File: src/design/assert_macros.svh
// Assertion helpers included by buddy_allocator_best_fit.sv.
`ifndef ASSERT_MACROS_SVH
`define ASSERT_MACROS_SVH

// Implication checked at every clock edge outside reset.
`define ASSERT_IMPL(label, clk, rstn, ante, cons) \
    label: assert property (@(posedge clk) disable iff (!rstn) (ante) |-> (cons)) \
        else $error("assertion failed");

// Implication checked in the cycle after the antecedent.
`define ASSERT_NEXT(label, clk, rstn, ante, cons) \
    label: assert property (@(posedge clk) disable iff (!rstn) (ante) |=> (cons)) \
        else $error("assertion failed");

`endif

File: src/design/bafit_pkg.sv
package bafit_pkg;

    // Operation codes.
    localparam logic OP_ALLOC   = 1'b0;
    localparam logic OP_RELEASE = 1'b1;

    // Status codes.
    localparam logic [1:0] ST_OK       = 2'd0;
    localparam logic [1:0] ST_NO_FIT   = 2'd1;
    localparam logic [1:0] ST_NO_TAG   = 2'd2;
    localparam logic [1:0] ST_BAD_SIZE = 2'd3;

    // Sequencer states.
    typedef enum logic [3:0] {
        S_CLEAR,
        S_IDLE,
        S_SCAN,
        S_SCAN_END,
        S_SPLIT,
        S_MERGE_RD,
        S_MERGE_CHK,
        S_OUT
    } state_t;

endpackage

File: src/design/buddy_allocator_best_fit.sv
// Buddy allocator whose block table sits in one synchronous RAM with one entry per unit.
// An allocate scans all 2^order entries, picks a block and then splits once a cycle;
// a release scans up to 2^order entries for the tag and merges one level at a time,
// reading the buddy in S_MERGE_RD and checking it in S_MERGE_CHK. One request at a time.
// Reset (aresetn low, synchronous) sets memory_order to 6 and clears the table;
// a configuration write does the same.
`include "assert_macros.svh"

module buddy_allocator_best_fit #(
    parameter int TOTAL_UNITS = 64,
    parameter int TAG_WIDTH   = 8
) (
    input  logic        aclk,
    input  logic        aresetn,
    input  logic        cfg_we,
    input  logic [2:0]  cfg_wdata,
    input  logic        s_tvalid,
    output logic        s_tready,
    input  logic [15:0] s_tdata,    // operation[0], tag[8:1], request_size[15:9]
    output logic        m_tvalid,
    input  logic        m_tready,
    output logic [15:0] m_tdata     // status[1:0], block_offset[7:2], block_size[14:8]
);

    localparam int AW = (TOTAL_UNITS > 1) ? $clog2(TOTAL_UNITS) : 1;
    localparam int CAP = $clog2(TOTAL_UNITS + 1) - 1;
    localparam int OW = 5;
    localparam int TW = TAG_WIDTH;
    // Entry: tag, order, free, start.
    localparam int EW = TW + OW + 2;

    bafit_pkg::state_t state_reg, state_next;

    logic [2:0]    order_cfg_reg;
    logic [OW-1:0] ord_eff;
    logic [AW:0]   idx_reg, idx_next;
    logic [AW:0]   mem_size;
    logic          op_reg;
    logic [TW-1:0] tag_reg;
    logic [6:0]    req_reg;
    logic          found_reg, found_next;
    logic [AW-1:0] pick_reg, pick_next;
    logic [OW-1:0] pord_reg, pord_next;
    logic [AW-1:0] cur_reg, cur_next;
    logic [OW-1:0] cord_reg, cord_next;
    logic [AW-1:0] rd_addr_q_reg;
    logic [1:0]    st_reg, st_next;
    logic [5:0]    off_reg, off_next;
    logic [6:0]    sz_reg, sz_next;
    logic          mvalid_reg;

    logic          we;
    logic [AW-1:0] waddr, raddr;
    logic [EW-1:0] wdata, rdata;
    logic          e_start, e_free;
    logic [OW-1:0] e_ord;
    logic [TW-1:0] e_tag;
    logic [AW:0]   half;
    logic [AW-1:0] bud;

    assign e_start = rdata[0];
    assign e_free  = rdata[1];
    assign e_ord   = rdata[OW+1:2];
    assign e_tag   = rdata[EW-1:OW+2];

    // Effective order is clamped to the table size.
    always_comb begin
        if (32'(order_cfg_reg) > CAP) begin
            ord_eff = OW'(CAP);
        end else begin
            ord_eff = OW'(order_cfg_reg);
        end
    end
    assign mem_size = (AW+1)'(1) << ord_eff;

    bafit_ram #(.WIDTH(EW), .DEPTH(TOTAL_UNITS)) u_table (
        .aclk(aclk), .we(we), .waddr(waddr), .wdata(wdata),
        .raddr(raddr), .rdata(rdata)
    );

    assign s_tready = (state_reg == bafit_pkg::S_IDLE) && !mvalid_reg && !cfg_we;
    assign m_tvalid = mvalid_reg;
    assign m_tdata  = {1'b0, sz_reg, off_reg, st_reg};

    // Sequencer: next state, table access and result.
    always_comb begin
        state_next = state_reg;
        idx_next   = idx_reg;
        found_next = found_reg;
        pick_next  = pick_reg;
        pord_next  = pord_reg;
        cur_next   = cur_reg;
        cord_next  = cord_reg;
        st_next    = st_reg;
        off_next   = off_reg;
        sz_next    = sz_reg;
        we         = 1'b0;
        waddr      = '0;
        wdata      = '0;
        raddr      = idx_reg[AW-1:0];
        half       = '0;
        bud        = '0;
        case (state_reg)
            bafit_pkg::S_CLEAR: begin
                we    = 1'b1;
                waddr = idx_reg[AW-1:0];
                if (idx_reg == '0) begin
                    wdata = {{TW{1'b0}}, ord_eff, 2'b11};
                end
                idx_next = idx_reg + 1'b1;
                if (idx_reg == (AW+1)'(TOTAL_UNITS - 1)) begin
                    state_next = bafit_pkg::S_IDLE;
                end
            end
            bafit_pkg::S_IDLE: begin
                idx_next   = '0;
                found_next = 1'b0;
                raddr      = '0;
                if (s_tvalid && s_tready) begin
                    if (s_tdata[0] == bafit_pkg::OP_ALLOC && s_tdata[15:9] == 7'd0) begin
                        st_next    = bafit_pkg::ST_BAD_SIZE;
                        off_next   = '0;
                        sz_next    = '0;
                        state_next = bafit_pkg::S_OUT;
                    end else begin
                        idx_next   = (AW+1)'(1);
                        state_next = bafit_pkg::S_SCAN;
                    end
                end
            end
            bafit_pkg::S_SCAN: begin
                // rdata holds the entry at rd_addr_q_reg; idx_reg is the next address.
                if (op_reg == bafit_pkg::OP_ALLOC) begin
                    if (e_start && e_free && ({25'd0, 7'd1} << e_ord) >= 32'(req_reg) &&
                        (!found_reg || e_ord < pord_reg)) begin
                        found_next = 1'b1;
                        pick_next  = rd_addr_q_reg;
                        pord_next  = e_ord;
                    end
                    idx_next = idx_reg + 1'b1;
                    if ((AW+1)'(rd_addr_q_reg) + 1'b1 >= mem_size) begin
                        state_next = bafit_pkg::S_SCAN_END;
                    end
                end else begin
                    if (e_start && !e_free && e_tag == tag_reg) begin
                        found_next = 1'b1;
                        cur_next   = rd_addr_q_reg;
                        cord_next  = e_ord;
                        we         = 1'b1;
                        waddr      = rd_addr_q_reg;
                        wdata      = {{TW{1'b0}}, e_ord, 2'b11};
                        st_next    = bafit_pkg::ST_OK;
                        off_next   = 6'(rd_addr_q_reg);
                        sz_next    = 7'(32'd1 << e_ord);
                        state_next = bafit_pkg::S_MERGE_RD;
                    end else if ((AW+1)'(rd_addr_q_reg) + 1'b1 >= mem_size) begin
                        st_next    = bafit_pkg::ST_NO_TAG;
                        off_next   = '0;
                        sz_next    = '0;
                        state_next = bafit_pkg::S_OUT;
                    end
                    idx_next = idx_reg + 1'b1;
                end
            end
            bafit_pkg::S_SCAN_END: begin
                if (!found_reg) begin
                    st_next    = bafit_pkg::ST_NO_FIT;
                    off_next   = '0;
                    sz_next    = '0;
                    state_next = bafit_pkg::S_OUT;
                end else begin
                    state_next = bafit_pkg::S_SPLIT;
                end
            end
            bafit_pkg::S_SPLIT: begin
                // One halving per cycle; the upper half becomes a free block.
                half = (AW+1)'((AW+1)'(1) << pord_reg) >> 1;
                if (pord_reg != '0 && 32'(half) >= 32'(req_reg)) begin
                    we        = 1'b1;
                    waddr     = pick_reg + half[AW-1:0];
                    wdata     = {{TW{1'b0}}, pord_reg - 1'b1, 2'b11};
                    pord_next = pord_reg - 1'b1;
                end else begin
                    we         = 1'b1;
                    waddr      = pick_reg;
                    wdata      = {tag_reg, pord_reg, 2'b01};
                    st_next    = bafit_pkg::ST_OK;
                    off_next   = 6'(pick_reg);
                    sz_next    = 7'(32'd1 << pord_reg);
                    state_next = bafit_pkg::S_OUT;
                end
            end
            bafit_pkg::S_MERGE_RD: begin
                bud   = cur_reg ^ AW'((AW+1)'(1) << cord_reg);
                raddr = bud;
                if (cord_reg >= ord_eff) begin
                    state_next = bafit_pkg::S_OUT;
                end else begin
                    state_next = bafit_pkg::S_MERGE_CHK;
                end
            end
            bafit_pkg::S_MERGE_CHK: begin
                bud = cur_reg ^ AW'((AW+1)'(1) << cord_reg);
                if (e_start && e_free && e_ord == cord_reg) begin
                    // Clear the upper block and grow the lower one.
                    we    = 1'b1;
                    waddr = (cur_reg < bud) ? bud : cur_reg;
                    wdata = '0;
                    cur_next   = (cur_reg < bud) ? cur_reg : bud;
                    cord_next  = cord_reg + 1'b1;
                    state_next = bafit_pkg::S_MERGE_RD;
                end else begin
                    we    = 1'b1;
                    waddr = cur_reg;
                    wdata = {{TW{1'b0}}, cord_reg, 2'b11};
                    state_next = bafit_pkg::S_OUT;
                end
            end
            bafit_pkg::S_OUT: begin
                if (mvalid_reg && m_tready) begin
                    state_next = bafit_pkg::S_IDLE;
                end
            end
            default: state_next = bafit_pkg::S_IDLE;
        endcase
        // The surviving lower block of a merge is rewritten on the way back.
        if (state_reg == bafit_pkg::S_MERGE_RD && cord_reg >= ord_eff) begin
            we    = 1'b1;
            waddr = cur_reg;
            wdata = {{TW{1'b0}}, cord_reg, 2'b11};
        end
    end

    // Control registers.
    always_ff @(posedge aclk) begin
        if (!aresetn) begin
            state_reg     <= bafit_pkg::S_CLEAR;
            order_cfg_reg <= 3'd6;
            idx_reg       <= '0;
            mvalid_reg    <= 1'b0;
            found_reg     <= 1'b0;
        end else begin
            if (cfg_we) begin
                order_cfg_reg <= cfg_wdata;
                state_reg     <= bafit_pkg::S_CLEAR;
                idx_reg       <= '0;
            end else begin
                state_reg <= state_next;
                idx_reg   <= idx_next;
            end
            found_reg <= found_next;
            if (mvalid_reg && m_tready) begin
                mvalid_reg <= 1'b0;
            end else if (state_reg != bafit_pkg::S_OUT && state_next == bafit_pkg::S_OUT) begin
                mvalid_reg <= 1'b1;
            end
        end
    end

    // Payload registers.
    always_ff @(posedge aclk) begin
        pick_reg      <= pick_next;
        pord_reg      <= pord_next;
        cur_reg       <= cur_next;
        cord_reg      <= cord_next;
        st_reg        <= st_next;
        off_reg       <= off_next;
        sz_reg        <= sz_next;
        rd_addr_q_reg <= raddr;
        if (s_tvalid && s_tready) begin
            op_reg  <= s_tdata[0];
            tag_reg <= TW'(s_tdata[8:1]);
            req_reg <= s_tdata[15:9];
        end
    end

    `ASSERT_IMPL(a_no_accept_busy, aclk, aresetn, state_reg != bafit_pkg::S_IDLE, !s_tready)
    `ASSERT_IMPL(a_valid_in_out, aclk, aresetn, mvalid_reg, state_reg == bafit_pkg::S_OUT)
    `ASSERT_NEXT(a_accept_leaves_idle, aclk, aresetn, s_tvalid && s_tready,
                 state_reg != bafit_pkg::S_IDLE)

endmodule

File: src/design/bafit_ram.sv
module bafit_ram #(
    parameter int WIDTH = 8,
    parameter int DEPTH = 64
) (
    input  logic                     aclk,
    input  logic                     we,
    input  logic [$clog2(DEPTH)-1:0] waddr,
    input  logic [WIDTH-1:0]         wdata,
    input  logic [$clog2(DEPTH)-1:0] raddr,
    output logic [WIDTH-1:0]         rdata
);

    logic [WIDTH-1:0] mem [DEPTH];

    // One write port and one registered read port.
    always_ff @(posedge aclk) begin
        if (we) begin
            mem[waddr] <= wdata;
        end
        rdata <= mem[raddr];
    end

endmodule

File: config.mk
export PLATFORM = sky130hd
export DESIGN_NAME = buddy_allocator_best_fit
export DESIGN_NICKNAME = d
export VERILOG_FILES = /design/src/design/bafit_pkg.sv /design/src/design/buddy_allocator_best_fit.sv /design/src/design/bafit_ram.sv
export VERILOG_INCLUDE_DIRS = /design/src /design/src/design
export SDC_FILE = /design/constraint.sdc
export NUM_CORES = 1
export LEC_CHECK = 0
export ABC_AREA = 1
export BUFFER_PORTS_ARGS = -buffer_cell sky130_fd_sc_hd__buf_2
export CORE_ASPECT_RATIO = 1.5
export CORE_MARGIN = 3
export CORE_UTILIZATION = 50
export CTS_CLUSTER_SIZE = 14
export DETAILED_ROUTE_END_ITERATION = 8
export PLACE_DENSITY_LB_ADDON = 0.12
export SYNTH_ARGS = -nofsm -noshare
export SYNTH_HDL_FRONTEND = slang
export SYNTH_SLANG_ARGS = --single-unit
File: constraint.sdc
create_clock -name aclk -period 9.1 [get_ports aclk]
set_input_delay 1.82 -clock aclk [delete_from_list [all_inputs] [get_ports aclk]]
set_output_delay 1.82 -clock aclk [all_outputs]
set_load 0.02 [all_outputs]
==> flow_metrics.env, run 1 <==
export IMPL_status="complete, no violations"
export IMPL_post_dp_hpwl_um=75500
export IMPL_crit_arrival_ps=5490
export IMPL_slowest_stage="nor2_1"
export IMPL_max_vdd_ir_drop_uv=142
export IMPL_synthesis_instances=4147
export IMPL_synth_seq_cells=1050
export IMPL_cts_repair_resized=0
export IMPL_fin_crit_ps=5200
export IMPL_whs_ps=485
export IMPL_maxCapViolCount=0
export IMPL_rows=135
export IMPL_ys_top_cells_by_area="edfxtp_1 66%, nand3_1 13%, nand2_1 6.8%"
export IMPL_gp_congestion=0.904
export IMPL_firstDrtPassIters=6
export IMPL_clock_skew_ps=31.4
export IMPL_hold_path_class="reg -> reg"
export IMPL_grt_pass1_wl_um=198000
export IMPL_avgRoutedWirePerCell_um=24.9
export IMPL_r2r_slack_ps=3900
export IMPL_ys_types=48
export IMPL_yosysTopAreaCellShare_pct=66.0
export IMPL_finalCritPeriodShare_pct=57.1
export IMPL_cp_cell_sequence="inv_1, nor4_1, ha_1, nand2_1, o21ai_0, nand2_1, nand3_1, nand2_1, nand2_2, nor2_1, nor2_1, nand2_1, nor2_1, nand3_2, nor2_1"
export IMPL_finalSetupViolCount=0
export IMPL_synthesis_area_mm2=0.0461
export IMPL_final_antenna_net_count=0
export IMPL_synth_ff_type="edfxtp_1"
export IMPL_crit_type="reg -> reg"
export IMPL_insertion_delay_ps=700
export IMPL_hold_viol_final=0
export IMPL_core_area_mm2=0.0909
export IMPL_synth_most_common_cell="nand3_1"
export IMPL_vias=32500
export IMPL_die_w_um=254
export IMPL_swShare_pct=21.5
export IMPL_crit_path_start_kind="register"
export IMPL_synth_edff_count=1013
export IMPL_ys_top_cells_by_count="1191 x nand3_1, 1013 x edfxtp_1, 834 x nand2_1, 209 x nand4_1, 167 x inv_1"
export IMPL_p_per_area_mw_per_mm2=194
export IMPL_cp_required_ps=9390
export IMPL_ios=42
export IMPL_rsz0062_at_grt="false"
export IMPL_largest_reg_flops=960
export IMPL_cts_sinks=1050
export IMPL_max_slew_margin_pct=4.50
export IMPL_die_area_mm2=0.0959
export IMPL_grt_max_degree=193
export IMPL_yosysWarnings=0
export IMPL_synth_seq_area_share_pct=67.6
export IMPL_p_clk_share_pct=42.2
export IMPL_avgViaCountPerCell=6.07
export IMPL_p_int_mw=7.72
export IMPL_syn2layout_area_growth_pct=10.1
export IMPL_start_util_pct=50.7
export IMPL_overflow=0
export IMPL_antenna_cells=0
export IMPL_drive_gt1_share_pct=9.16
export IMPL_avgSynthCellArea_um2=11.1
export IMPL_cp_max_fo=17
export IMPL_comb_power_share_pct=4.0
export IMPL_drc=0
export IMPL_h_tree_depth=3
export IMPL_clk_path_buf_depth=3
export IMPL_setup_tns_ps=0
export IMPL_slew_violations=0
export IMPL_cts_tree="yes"
export IMPL_yosys_area_top_type="edfxtp_1"
export IMPL_max_freq_ghz=0.192
export IMPL_grt_pass1_vias=31200
export IMPL_cts_setup_buffers=0
export IMPL_cts_hold_fix_buffers=0
export IMPL_die_h_um=378
export IMPL_power_switching_mw=2.12
export IMPL_antenna_found_initial=1
export IMPL_cts_buffers=99
export IMPL_clkSlewWorstSetupHoldPaths_ps=70
export IMPL_routed_wirelength_um=133000
export IMPL_port_buffers=40
export IMPL_drt_iter0_drc=3126
export IMPL_synthArstFlopShare_pct=0
export IMPL_track_usage_pct=27.8
export IMPL_leakage_nw=17.9
export IMPL_nets=4177
export IMPL_root_buffer="clkbuf_16"
export IMPL_worst_pin_slew_ps=1430
export IMPL_cpPeakStageDelay_ps=1140
export IMPL_seqPwrFrac_pct=53.8
export IMPL_critPathCaptureType="register"
path summary, 6_finish.rpt:
kind / startpoint / endpoint / cells past startpoint
max: pord_reg[1] / u_table.mem[58][14] / 15
min: m_tvalid / m_tvalid / 2
max reg2reg: pord_reg[1] / u_table.mem[58][14] / 15
min reg2reg: m_tvalid / m_tvalid / 2
cell families (layout without fill, tap and decap cells):
kind of cell	count (synthesis)	after routing	synth area share, %
compound gates	97	97	1.31
xor+xnor	16	16	0.304
fa+ha+maj	40	40	1.10
buf+inv	474	520	4.45
flops	1050	1050	67.6
other cells	1	2	0.00814
simple gates	2469	2469	25.2
critical path, delay by kind of cell (launching register included):
family	cells	cell delay (ps)
AND/OR/NAND/NOR	12	3780
AO/OA/AOI/OAI	1	140
flip-flops	1	430
buffers and inverters	1	190
adder cells (fa/ha/maj)	1	240
power by group through the flow:
stage,clock network [mW],logic (mW),registers (mW)
final,4.15,0.394,5.29
after detailed placement,0,0.393,5.40
after floorplan,0,0.266,5.39
after CTS,4.20,0.394,5.29
after global routing,4.40,0.436,5.29
after global placement,0,0.388,5.40
per-layer routing:
layer	wire, µm	vias to the layer above	global-route usage [%]
li1	-	14900	-
met1	51000	16000	35.0
met2	67500	1318	47.4
met3	8790	295	3.62
met4	6220	2	13.3
met5	15	-	0
placed cells by master, fill, tap and decap left out, drive strengths merged, types with 37 or more instances in the layout:
cell and count:
edfxtp 1013, inv 188, ha 39, nand3 1209, nand4 209, nand2 851
clkinv 46, buf 151, clkbuf 122, dfxtp 37, nor2 172
per-stage QoR:
stage / instances / worst slack [ps] / cell area, µm² / util [%] / power (mW)
after floorplan: 4148 / 4630 / 46100 / - / 5.65
after CTS: 5358 / 3860 / 50700 / 55.8 / 9.89
final: 5358 / 3900 / 50700 / 55.8 / 9.84
after global placement: 5176 / 4070 / 47500 / 52.3 / 5.78
after global routing: 5358 / 3510 / 50700 / 55.8 / 10.1
after detailed placement: 5176 / 3900 / 47500 / 52.3 / 5.79
area by class of cell:
type | instances | area (µm²)
sequential | 1050 | 31200
timing repair buffer | 151 | 1110
multi-input combinational | 2624 | 13100
fill | 7632 | 40200
clock buffer | 122 | 2630
clock inverter | 60 | 571
inverter | 187 | 706
tap | 1164 | 1460
(Power assumes the default switching activity.)
==> run 2: changes to the inputs <==
- clock period: 9.1 -> 4.54 ns (I/O delays scaled with it)
==> flow_metrics.env, run 2 (synthesis gave the netlist of run 1 again) <==
export IMPL_status="complete, no violations"
export IMPL_cts_repair_resized=0
export IMPL_seqPwrFrac_pct=52.8
export IMPL_seqCellArea_mm2=0.0312
export IMPL_avgViaCountPerCell=6.11
export IMPL_max_freq_ghz=0.247
export IMPL_routed_wirelength_um=143000
export IMPL_largest_reg_flops=960
export IMPL_overflow=0
export IMPL_finalSetupViolCount=0
export IMPL_cts_sinks=1050
export IMPL_vias=33100
export IMPL_setup_tns_ps=0
export IMPL_final_common_cell="nand3_1"
export IMPL_insertion_delay_ps=700
export IMPL_p_int_mw=15.7
export IMPL_p_clk_share_pct=42.8
export IMPL_setup_slack_ps=484
export IMPL_drive_gt1_share_pct=10.3
export IMPL_syn2layout_area_growth_pct=12.0
export IMPL_place_ws_ps=508
export IMPL_multiInputGateArea_mm2=0.0131
export IMPL_fillCellCount=7666
export IMPL_clkSlewWorstSetupHoldPaths_ps=70
export IMPL_root_buffer="clkbuf_16"
export IMPL_cts_tree="yes"
export IMPL_crit_arrival_ps=4430
export IMPL_avgRoutedWirePerCell_um=26.5
export IMPL_rows=135
export IMPL_crit_path_start_kind="register"
export IMPL_post_dp_hpwl_um=86800
export IMPL_antenna_found_initial=4
export IMPL_gp_congestion=0.966
export IMPL_cpPeakStageDelay_ps=460
export IMPL_cts_hold_fix_buffers=0
export IMPL_grt_max_degree=196
export IMPL_cp_required_ps=4920
export IMPL_grt_pass1_vias=31900
export IMPL_cp_cell_sequence="inv_1, nand3_1, nor2_1, ha_1, nand2_1, nand2_1, a21boi_0, nand3_1, nand2_1, inv_2, nand2_1, nand2_1, nor2_1, nand3_2, nor2_2, nand2_2, nor2_1, buf_4"
export IMPL_core_area_mm2=0.0909
export IMPL_die_w_um=254
export IMPL_comb_power_share_pct=4.5
export IMPL_drc=0
export IMPL_grt_pass1_wl_um=209000
export IMPL_hold_path_class="in -> reg"
export IMPL_clock_skew_ps=26.0
export IMPL_cts_buffers=101
export IMPL_maxCapViolCount=0
export IMPL_ios=42
export IMPL_whs_ps=384
export IMPL_die_h_um=378
export IMPL_power_switching_mw=4.32
export IMPL_crit_type="reg -> reg"
export IMPL_final_antenna_net_count=0
export IMPL_cts_setup_buffers=0
export IMPL_nets=4228
export IMPL_worst_pin_slew_ps=1160
export IMPL_hold_viol_final=0
export IMPL_final_cells=5413
export IMPL_finalPower_mw=20.1
export IMPL_dp_cells=5225
export IMPL_track_usage_pct=29.9
export IMPL_max_vdd_ir_drop_uv=294
export IMPL_finalCritPeriodShare_pct=89.3
export IMPL_clk_path_buf_depth=3
export IMPL_slew_violations=0
export IMPL_swShare_pct=21.5
export IMPL_firstDrtPassIters=6
export IMPL_rsz0062_at_grt="false"
export IMPL_die_area_mm2=0.0959
export IMPL_r2r_slack_ps=480
export IMPL_h_tree_depth=3
export IMPL_critPathCaptureType="register"
export IMPL_slowest_stage="edfxtp_1"
export IMPL_port_buffers=40
export IMPL_start_util_pct=50.7
export IMPL_cp_max_fo=15
export IMPL_p_per_area_mw_per_mm2=389
export IMPL_max_slew_margin_pct=22.6
export IMPL_leakage_nw=18.4
export IMPL_cp_common_cell="nand2_1"
export IMPL_fin_crit_ps=4060
export IMPL_drt_iter0_drc=4153
export IMPL_final_cell_mix="1189 x nand3_1, 1013 x edfxtp_1, 834 x nand2_1"
==> run 2: worst paths after layout <==
kind               startpoint                   to  depth (start not counted)
setup / recovery  pord_reg[1]  u_table.mem[41][10]                         18
hold / removal     s_tdata[8]           tag_reg[7]                          1
setup reg to reg  pord_reg[1]  u_table.mem[41][10]                         18
hold reg to reg      m_tvalid             m_tvalid                          2
==> run 2: area by class of cell <==
class / instances / area share (%)
Multi-Input combinational cell: 2624 / 25.4
Timing Repair Buffer: 200 / 3.52
Clock inverter: 57 / 1.18
Tap cell: 1164 / 2.82
Inverter: 187 / 1.37
Antenna cell: 2 / 0.00970
Sequential cell: 1050 / 60.4
Clock buffer: 129 / 5.31
==> run 2: critical path: cells and delay by family, from the launching register on <==
kind	cells	cell delay, ps
compound gates	1	180
fa+ha+maj	1	300
buf+inv	3	560
flops	1	460
simple gates	13	2230
==> run 2: through the flow <==
stage | cell area, µm² | utilization (%)
3_3_place_gp | 48200 | 53.1
6_report | 51600 | 56.8
5_1_grt | 51600 | 56.8
2_1_floorplan | 46100 | -
4_1_cts | 51600 | 56.8
3_5_place_dp | 48200 | 53.1
==> run 2: power by group through the flow <==
stage	Sequential (mW)	Combinational, mW	Clock (mW)
finish	10.6	0.895	8.58
global route	10.6	0.973	9.10
CTS	10.6	0.888	8.69
detailed placement	10.8	0.884	0
global placement	10.8	0.876	0
floorplan	10.8	0.533	0
==> run 2: routing by layer <==
layer | part of all wire, % | GRT usage (%)
met2 | 49 | 50.3
met1 | 38 | 37.1
met3 | 6.6 | 3.90
met4 | 6.3 | 17.1
met5 | 0.0077 | 0
